File: src/rtl/sfd_pkg.sv
// Shared types and constants for the stuffed frame deframer.
// No dependencies; used by sfd_core, sfd_out_skid and stuffed_frame_deframer.
`timescale 1ns / 1ps

package sfd_pkg;

  localparam logic [7:0] FLAG_BYTE     = 8'h7E;
  localparam logic [7:0] ESC_BYTE      = 8'h7D;
  localparam logic [7:0] ESC_CODE_ESC  = 8'h01;
  localparam logic [7:0] ESC_CODE_FLAG = 8'h02;

  localparam logic [1:0] ST_GOOD    = 2'd0;
  localparam logic [1:0] ST_BAD_SUM = 2'd1;
  localparam logic [1:0] ST_BAD_ESC = 2'd2;

  typedef struct packed {
    logic [1:0] frame_status;
    logic       last;
    logic       has_byte;
    logic [7:0] out_byte;
  } sfd_result_t;

endpackage

File: src/rtl/sfd_core.sv
// Frame state and unstuffing logic: one raw byte in, at most one result out.
// Depends on sfd_pkg.
`timescale 1ns / 1ps

module sfd_core (
  input  logic               clk,
  input  logic               rst_n,
  input  logic               byte_valid,
  input  logic [7:0]         rx_byte,
  input  logic               byte_fire,
  output logic               res_valid,
  output sfd_pkg::sfd_result_t res
);

  logic       esc_pend_r, esc_pend_nxt;
  logic       seen_first_r, seen_first_nxt;
  logic       esc_err_r, esc_err_nxt;
  logic       held_valid_r, held_valid_nxt;
  logic [7:0] held_byte_r, held_byte_nxt;
  logic [7:0] sum_r, sum_nxt;

  logic       have_d;
  logic [7:0] d;
  logic       produce;

  always_comb begin
    esc_pend_nxt   = esc_pend_r;
    seen_first_nxt = seen_first_r;
    esc_err_nxt    = esc_err_r;
    held_valid_nxt = held_valid_r;
    held_byte_nxt  = held_byte_r;
    sum_nxt        = sum_r;
    have_d         = 1'b0;
    d              = rx_byte;
    produce        = 1'b0;
    res            = '0;

    if (rx_byte == sfd_pkg::FLAG_BYTE) begin
      // closing delimiter; an empty frame reports nothing
      produce = seen_first_r || esc_pend_r || esc_err_r;
      res.last = 1'b1;
      if (esc_err_r || esc_pend_r)
        res.frame_status = sfd_pkg::ST_BAD_ESC;
      else if (sum_r == 8'd0)
        res.frame_status = sfd_pkg::ST_GOOD;
      else
        res.frame_status = sfd_pkg::ST_BAD_SUM;
      if (held_valid_r) begin
        res.out_byte = held_byte_r;
        res.has_byte = 1'b1;
      end
      esc_pend_nxt   = 1'b0;
      seen_first_nxt = 1'b0;
      esc_err_nxt    = 1'b0;
      held_valid_nxt = 1'b0;
      sum_nxt        = 8'd0;
    end else if (esc_pend_r) begin
      esc_pend_nxt = 1'b0;
      if (rx_byte == sfd_pkg::ESC_CODE_ESC) begin
        d      = sfd_pkg::ESC_BYTE;
        have_d = 1'b1;
      end else if (rx_byte == sfd_pkg::ESC_CODE_FLAG) begin
        d      = sfd_pkg::FLAG_BYTE;
        have_d = 1'b1;
      end else begin
        esc_err_nxt = 1'b1;
      end
    end else if (rx_byte == sfd_pkg::ESC_BYTE) begin
      esc_pend_nxt = 1'b1;
    end else begin
      have_d = 1'b1;
    end

    if (have_d) begin
      sum_nxt = sum_r + d;
      if (!seen_first_r) begin
        // checksum byte: summed, not forwarded
        seen_first_nxt = 1'b1;
      end else begin
        produce        = held_valid_r;
        res.out_byte   = held_byte_r;
        res.has_byte   = 1'b1;
        held_byte_nxt  = d;
        held_valid_nxt = 1'b1;
      end
    end

    res_valid = byte_valid && produce;
  end

  always_ff @(posedge clk) begin
    if (!rst_n) begin
      esc_pend_r   <= 1'b0;
      seen_first_r <= 1'b0;
      esc_err_r    <= 1'b0;
      held_valid_r <= 1'b0;
      sum_r        <= 8'd0;
    end else if (byte_fire) begin
      esc_pend_r   <= esc_pend_nxt;
      seen_first_r <= seen_first_nxt;
      esc_err_r    <= esc_err_nxt;
      held_valid_r <= held_valid_nxt;
      sum_r        <= sum_nxt;
    end
  end

  always_ff @(posedge clk) begin
    if (byte_fire)
      held_byte_r <= held_byte_nxt;
  end

endmodule

File: src/rtl/sfd_out_skid.sv
// Output register with skid entry; ready toward the core is registered.
// Depends on sfd_pkg.
`timescale 1ns / 1ps

module sfd_out_skid (
  input  logic                 clk,
  input  logic                 rst_n,
  input  logic                 in_valid,
  output logic                 in_ready,
  input  sfd_pkg::sfd_result_t in_res,
  output logic                 out_valid,
  input  logic                 out_ready,
  output sfd_pkg::sfd_result_t out_res
);

  logic                 main_valid_r;
  logic                 skid_valid_r;
  sfd_pkg::sfd_result_t main_r;
  sfd_pkg::sfd_result_t skid_r;
  logic                 acc;
  logic                 load_main;

  assign in_ready  = !skid_valid_r;
  assign acc       = in_valid && !skid_valid_r;
  assign load_main = !main_valid_r || out_ready;
  assign out_valid = main_valid_r;
  assign out_res   = main_r;

  always_ff @(posedge clk) begin
    if (!rst_n) begin
      main_valid_r <= 1'b0;
      skid_valid_r <= 1'b0;
    end else if (load_main) begin
      main_valid_r <= skid_valid_r || acc;
      skid_valid_r <= 1'b0;
    end else if (acc) begin
      skid_valid_r <= 1'b1;
    end
  end

  always_ff @(posedge clk) begin
    if (load_main) begin
      if (skid_valid_r)
        main_r <= skid_r;
      else if (acc)
        main_r <= in_res;
    end else if (acc) begin
      skid_r <= in_res;
    end
  end

endmodule

File: src/rtl/stuffed_frame_deframer.sv
// Path: an input transaction reaches out_tvalid through the input register,
// then the result register; payload bytes leave one byte late.
// Throughput: 1 byte per cycle unless a full output buffer holds a result; the frame state update is a compare and an
// 8-bit add between the input register and the output register.
// Reset (rst_n low, synchronous): frame state cleared, no result pending.
`timescale 1ns / 1ps

module stuffed_frame_deframer (
  input  logic       clk,
  input  logic       rst_n,
  input  logic       in_tvalid,
  output logic       in_tready,
  input  logic [7:0] in_tdata,   // [7:0] rx_byte
  output logic       out_tvalid,
  input  logic       out_tready,
  output logic [7:0] out_tdata,  // [7:0] out_byte
  output logic       out_tlast,
  output logic [2:0] out_tuser   // [0] has_byte, [2:1] frame_status
);

  logic                 s1_valid_r;
  logic [7:0]           s1_byte_r;
  logic                 s1_fire;
  logic                 res_valid;
  logic                 skid_ready;
  sfd_pkg::sfd_result_t res;
  sfd_pkg::sfd_result_t out_res;

  // bytes with no result may retire even when the output side is full
  assign s1_fire   = s1_valid_r && (skid_ready || !res_valid);
  assign in_tready = !s1_valid_r || s1_fire;

  always_ff @(posedge clk) begin
    if (!rst_n)
      s1_valid_r <= 1'b0;
    else if (in_tready)
      s1_valid_r <= in_tvalid;
  end

  always_ff @(posedge clk) begin
    if (in_tready && in_tvalid)
      s1_byte_r <= in_tdata;
  end

  sfd_core u_core (
    .clk        (clk),
    .rst_n      (rst_n),
    .byte_valid (s1_valid_r),
    .rx_byte    (s1_byte_r),
    .byte_fire  (s1_fire),
    .res_valid  (res_valid),
    .res        (res)
  );

  sfd_out_skid u_skid (
    .clk       (clk),
    .rst_n     (rst_n),
    .in_valid  (res_valid && s1_fire),
    .in_ready  (skid_ready),
    .in_res    (res),
    .out_valid (out_tvalid),
    .out_ready (out_tready),
    .out_res   (out_res)
  );

  assign out_tdata = out_res.out_byte;
  assign out_tlast = out_res.last;
  assign out_tuser = {out_res.frame_status, out_res.has_byte};

  a_status_only_on_last: assert property (@(posedge clk) disable iff (!rst_n)
    out_tvalid && !out_tlast |-> out_tuser[2:1] == sfd_pkg::ST_GOOD)
    else $error("frame_status set on a non-closing result");

  a_empty_only_on_last: assert property (@(posedge clk) disable iff (!rst_n)
    out_tvalid && !out_tuser[0] |-> out_tlast)
    else $error("result without byte that does not close a frame");

  a_no_result_dropped: assert property (@(posedge clk) disable iff (!rst_n)
    s1_fire && res_valid |-> skid_ready)
    else $error("result issued while output buffer full");

  a_status_code_range: assert property (@(posedge clk) disable iff (!rst_n)
    out_tvalid |-> out_tuser[2:1] != 2'd3)
    else $error("undefined frame status");

endmodule
File: config.mk
export PLATFORM = sky130hd
export DESIGN_NAME = stuffed_frame_deframer
export DESIGN_NICKNAME = d
export VERILOG_FILES = /design/src/rtl/sfd_pkg.sv /design/src/rtl/sfd_core.sv /design/src/rtl/sfd_out_skid.sv /design/src/rtl/stuffed_frame_deframer.sv
export SDC_FILE = /design/constraint.sdc
export NUM_CORES = 1
export LEC_CHECK = 0
export BUFFER_PORTS_ARGS = -buffer_cell sky130_fd_sc_hd__buf_2
export CORE_MARGIN = 4
export CORE_UTILIZATION = 30
export CTS_BUF_LIST = sky130_fd_sc_hd__clkbuf_4 sky130_fd_sc_hd__clkbuf_8
export DETAILED_ROUTE_END_ITERATION = 6
export GPL_TIMING_DRIVEN = 0
export PLACE_DENSITY_LB_ADDON = 0.2
export RECOVER_POWER = 25
export SYNTH_ARGS = -nofsm -noshare
export SYNTH_HDL_FRONTEND = slang
export SYNTH_SLANG_ARGS = --single-unit
File: constraint.sdc
create_clock -name clk -period 7.3 [get_ports clk]
set_clock_uncertainty 0.2 [all_clocks]
set_input_delay 0.73 -clock clk [delete_from_list [all_inputs] [get_ports clk]]
set_output_delay 0.73 -clock clk [all_outputs]
set_load 0.005 [all_outputs]
## After elaboration in Yosys (flattened, before gate mapping)

Cells that the tools add are included.

| cells by class | value |
|---|---|
| mux-type cells | 35 |
| equal/unequal tests | 6 |
| reductions and logical operators | 26 |
| add/subtract/negate cells | 1 |
| bitwise logic cells | 2 |

Operators by type and width:

| cell | number |
|---|---|
| $mux 8 | 6 |
| $mux 12 | 3 |
| $mux 9 | 3 |
| $mux 1 | 22 |
| $eq 8x7->1 const B | 2 |
| $add 8x8->8 | 1 |
| $eq 8x1->1 const B | 1 |
| $eq 8x2->1 const B | 1 |
| $logic_not 8->1 | 1 |
| $logic_or 1x1->1 | 7 |
| $reduce_and 2->1 | 3 |
| $reduce_bool 2->1 | 3 |
| $logic_and 1x1->1 | 5 |
| $logic_not 1->1 | 4 |
| $ne 2x1->1 const B | 2 |
| $reduce_and 4->1 | 1 |
| $reduce_and 3->1 | 1 |
| $mux 2 | 1 |
| $not 1->1 | 2 |
| $reduce_or 2->1 | 1 |

| storage, ports and cells | value |
|---|---|
| bits in registers | 55 |
| output and inout port bits | 14 |

## Longest topological paths before layout

| logic depth | value |
|---|---|
| word-level depth | 14 |
| depth in mapped cells | 11 |
| depth with buffers taken out | 11 |

## Cells and area by module

From an unflattened synthesis, not the netlist that was laid out.

| unflattened totals | value |
|---|---|
| cells, all modules | 206 |
| area total of the unflattened synthesis | 2615.0 um2 |

By module, submodules not included:

| module | instances | cells each | area each (um2) | sequential area each (um2) |
|---|---|---|---|---|
| sfd_core | 1 | 143 | 1293.7 | 480.5 |
| sfd_out_skid | 1 | 47 | 998.5 | 760.7 |
| stuffed_frame_deframer | 1 | 16 | 322.8 | 260.2 |

## Worst setup path before layout

No wires, ideal clock.

| timing | value |
|---|---|
| kind | reg2reg |
| from | register s1_byte_r[7] |
| to | register u_skid.skid_r[0] in the netlist's numbering (enable) |
| stages on the path, launching flop included | 6 |
| clock period less this slack | 3.476 ns |
| setup time | 0.399 ns |
| slack | 3.824 ns |
| required time | 6.701 ns |
| arrival time | 2.877 ns |
| cell sequence | edfxtp_1 -> or4_4 -> o41a_1 -> nor4_2 -> o21a_1 -> nor3b_1 |

| on the way | value |
|---|---|
| longest elaborated chain between the ends | 13 |

Ends and longest elaborated chain:

| item | line | source |
|---|---|---|
| start: declaration | stuffed_frame_deframer.sv:22 | `logic [7:0] s1_byte_r;` |
| start signal: assignment | stuffed_frame_deframer.sv:42 | `s1_byte_r <= in_tdata;` |
| $eq 8x2->1 | sfd_core.sv:62 | `end else if (rx_byte == sfd_pkg::ESC_CODE_FLAG) begin` |
| $mux 1 | sfd_core.sv:62 |  |
| $mux 1 | sfd_core.sv:59 | `if (rx_byte == sfd_pkg::ESC_CODE_ESC) begin` |
| $mux 1 | sfd_core.sv:57 | `end else if (esc_pend_r) begin` |
| $mux 1 | sfd_core.sv:38 | `if (rx_byte == sfd_pkg::FLAG_BYTE) begin` |
| $mux 1 (*) | sfd_core.sv:74 | `if (have_d) begin` |
| $logic_and 1x1->1 (*) | sfd_core.sv:88 | `res_valid = byte_valid && produce;` |
| $logic_not 1->1 | stuffed_frame_deframer.sv:30 | `assign s1_fire = s1_valid_r && (skid_ready \|\| !res_valid);` |
| $logic_or 1x1->1 | stuffed_frame_deframer.sv:30 |  |
| $logic_and 1x1->1 | stuffed_frame_deframer.sv:30 |  |
| $logic_and 1x1->1 (*) | stuffed_frame_deframer.sv:58 | `.in_valid (res_valid && s1_fire),` |
| $logic_and 1x1->1 (*) | sfd_out_skid.sv:24 | `assign acc = in_valid && !skid_valid_r;` |
| $reduce_and 2->1 (no line) (*) | -- |  |
| end signal: assignment | sfd_out_skid.sv:48 | `skid_r <= in_res;` |
| end: declaration | sfd_out_skid.sv:19 | `sfd_pkg::sfd_result_t skid_r;` |

Mark *: on every way between the ends. The rest lies on a longest branch, timed or not.
A chain may end at the register's enable or synchronous reset.

## Worst setup path after layout

| timing | value |
|---|---|
| from | register s1_byte_r[7] |
| to | output port in_tready |

| on the way | value |
|---|---|
| longest elaborated chain between the ends | 11 |

Ends and longest elaborated chain:

| item | line | source |
|---|---|---|
| $eq 8x2->1 | sfd_core.sv:62 |  |
| $mux 1 | sfd_core.sv:62 |  |
| $mux 1 | sfd_core.sv:59 |  |
| $mux 1 | sfd_core.sv:57 |  |
| $mux 1 | sfd_core.sv:38 |  |
| $mux 1 (*) | sfd_core.sv:74 |  |
| $logic_and 1x1->1 (*) | sfd_core.sv:88 |  |
| $logic_not 1->1 (*) | stuffed_frame_deframer.sv:30 |  |
| $logic_or 1x1->1 (*) | stuffed_frame_deframer.sv:30 |  |
| $logic_and 1x1->1 (*) | stuffed_frame_deframer.sv:30 |  |
| $logic_or 1x1->1 (*) | stuffed_frame_deframer.sv:31 | `assign in_tready = !s1_valid_r \|\| s1_fire;` |
| end: declaration | stuffed_frame_deframer.sv:12 | `output logic in_tready,` |

Marks and branches as above.

==> results.sh <==
export IMPL_yosysWarnings=0
export IMPL_wire_per_inst_um=14.4
export IMPL_gr_usage_met3_pct=2.35
export IMPL_rows=33
export IMPL_gr_usage_met1_pct=12.8
export IMPL_track_usage_pct=10.7
export IMPL_status="finished, final reports clean"
export IMPL_syn_inst=210
export IMPL_async_flop_share_pct=0
export IMPL_ys_flop_type="edfxtp_1"
export IMPL_drt_initial_drc_count=62
export IMPL_worst_ep_required_time_ns=6.37
export IMPL_synth_area_um2=2580
export IMPL_antenna_found_initial=0
export IMPL_die_area_um2=10200
export IMPL_startpoint_type="register"
export IMPL_cts_clk_slew_worst_paths_ns=0.10
export IMPL_grt_pass1_vias=1713
export IMPL_insertion_delay_ns=0.30
export IMPL_slew_headroom_pct=38.5
export IMPL_cts_buffer_depth=2
export IMPL_cts_root_buf="clkbuf_8"
export IMPL_final_cell_mix="edfxtp_1, buf_2, nand2_1, dfxtp_1, mux2_2"
export IMPL_ys_types=52
export IMPL_synth_avg_cell_area_um2=12.3
export IMPL_drv_slew=0
export IMPL_cts_resized_gates=0
export IMPL_area_growth_pct=13.3
export IMPL_maxCapViolCount=0
export IMPL_cp_end_kind="output port"
export IMPL_leakagePower_nw=1.06
export IMPL_vias_per_cell=4.79
export IMPL_diodes=0
export IMPL_cts_tree="done"
export IMPL_fin_crit_ns=3.59
export IMPL_yosysSeqAreaShare_pct=58.1
export IMPL_drc_errors=0
export IMPL_core_area_um2=8300
export IMPL_ant_nets=0
export IMPL_finalHoldViolCount=0
export IMPL_wirelength_mm=5.01
export IMPL_critPathKind="register to output port"
export IMPL_drive_gt1_share_pct=21.5
export IMPL_dr_total_vias=1661
export IMPL_layout_commonest_cell="edfxtp_1"
export IMPL_ir_worst_vdd_v=0.0000725
export IMPL_postLayoutCoreUtil_pct=35.3
export IMPL_drt_pass1_iterations=4
export IMPL_worstPathMaxFanout=5
export IMPL_cts_buffers=5
export IMPL_ys_seq_elements=55
export IMPL_fin_setup_tns_ns=0
export IMPL_final_area_um2=2930
export IMPL_cts_hold_buf=0
export IMPL_dp_hpwl_mm=3.85
export IMPL_grt_ovfl_total=0
export IMPL_hp_class="register to register"
export IMPL_synth_edf_count=40
export IMPL_die_w_um=101
export IMPL_place_area_um2=2840
export IMPL_die_height_um=101
export IMPL_ios=26
export IMPL_worst_hold_slack_ns=0.287
export IMPL_port_buffers=24
export IMPL_setup_violations=0
export IMPL_fin_nets=261
export IMPL_finalNonFillerCells=347
export IMPL_placedCellCount=339
export IMPL_p_per_area_nw_per_um2=200
export IMPL_rsz0062_at_grt="false"
export IMPL_grt_first_pass_wirelength_mm=8.38
export IMPL_post_cts_buffers=0
export IMPL_worst_pin_slew_ns=0.918
export IMPL_globalplace_congestion=0.797
export IMPL_synthesis_nets=230
export IMPL_grt_use_met2_pct=19.0
export IMPL_initial_core_util_pct=31.1
export IMPL_grt_max_degree=18
export IMPL_cp_arrival_ns=2.66
export IMPL_max_freq_ghz=0.279
export IMPL_h_tree_depth=2
export IMPL_fin_crit_sh_pct=49.2
export IMPL_top_usage_layer="met2"
export IMPL_clock_sinks=55
==> flip-flops by register name, indices dropped and copies added (netlist names) <==
name,flops
s1_byte_r,8
s1_valid_r,1
u_core.esc_err_r,1
u_core.esc_pend_r,1
u_core.held_byte_r,8
u_core.held_valid_r,1
u_core.seen_first_r,1
u_core.sum_r,8
u_skid.out_res,12
u_skid.out_valid,1
u_skid.skid_r,12
u_skid.skid_valid_r,1
==> final cells by class <==
| class | count | area, µm² |
|---|---|---|
| plain buffers | 9 | 42.5 |
| clock buffers | 6 | 76.3 |
| clock inverters | 2 | 16.3 |
| fillers | 847 | 5370 |
| inverters | 8 | 30.0 |
| multi-input cells | 138 | 1010 |
| flip-flops and latches | 55 | 1500 |
| well taps | 105 | 131 |
| repair buffers | 24 | 115 |
==> per-layer routing <==
metal,wire [µm],part of all wire (%),vias up
met2,2550,51,24
met4,32,0.64,0
li1,-,-,839
met5,0,0,-
met3,173,3.5,5
met1,2250,45,793
==> cell families after synthesis <==
| kind of cell | synth area share (%) |
|---|---|
| xor+xnor | 2.03 |
| simple gates | 17.2 |
| flops | 58.1 |
| compound gates | 10.5 |
| buf+inv | 2.81 |
| mux | 5.18 |
| fa+ha+maj | 4.17 |
==> report_power, final <==
part	switching, mW	leakage [nW]	internal, mW
registers	0.00901	0.494	0.343
clock network	0.101	0.0452	0.0729
logic	0.0322	0.523	0.0268
==> Yosys cell counts, drive strengths merged (2+ instances only) <==
master	instances	area, µm²
inv	8	30.0
dfxtp	15	300
buf	2	8.75
xor2	4	35.0
o22ai	2	18.8
clkbuf	6	23.8
mux2	11	124
o41ai	2	17.5
o21ai	6	30.0
o21bai	3	22.5
nand2b	8	50.1
nand2	15	56.3
nor2	9	33.8
xnor2	2	17.5
nand3	6	30.0
a21boi	3	22.5
o21a	2	15.0
and2	10	62.6
a22o	3	35.0
or3b	2	17.5
and4	2	20.0
ha	7	87.6
nor3b	2	15.0
nand4	2	12.5
edfxtp	40	1200
nand4b	2	17.5
nor4	5	43.8
nor2b	3	18.8
nor3	7	40.0
a21oi	6	30.0
==> worst paths after layout <==
path              startpoint               to  slack (ns)  cells after the start
min reg2reg  u_core.sum_r[7]  u_core.sum_r[7]        0.29                      2
max reg2reg     s1_byte_r[7]  u_core.sum_r[7]        3.72                     11
min          u_core.sum_r[7]  u_core.sum_r[7]        0.29                      2
max             s1_byte_r[7]        in_tready        3.71                      6
==> critical path, stage by stage (launching register included) <==
cell and delay (ns):
edfxtp_1 0.46, or4_4 0.55, o41a_1 0.43, nor4_2 0.38, o21a_1 0.27, nand2_1 0.09
buf_2 0.16
==> through the flow <==
step / total power [mW] / setup WS, ns
floorplan: 0.400 / 3.82
global placement: 0.417 / 3.23
detailed placement: 0.419 / 3.70
CTS: 0.595 / 3.67
global route: 0.616 / 3.47
finish: 0.584 / 3.71
(Power assumes the default switching activity.)
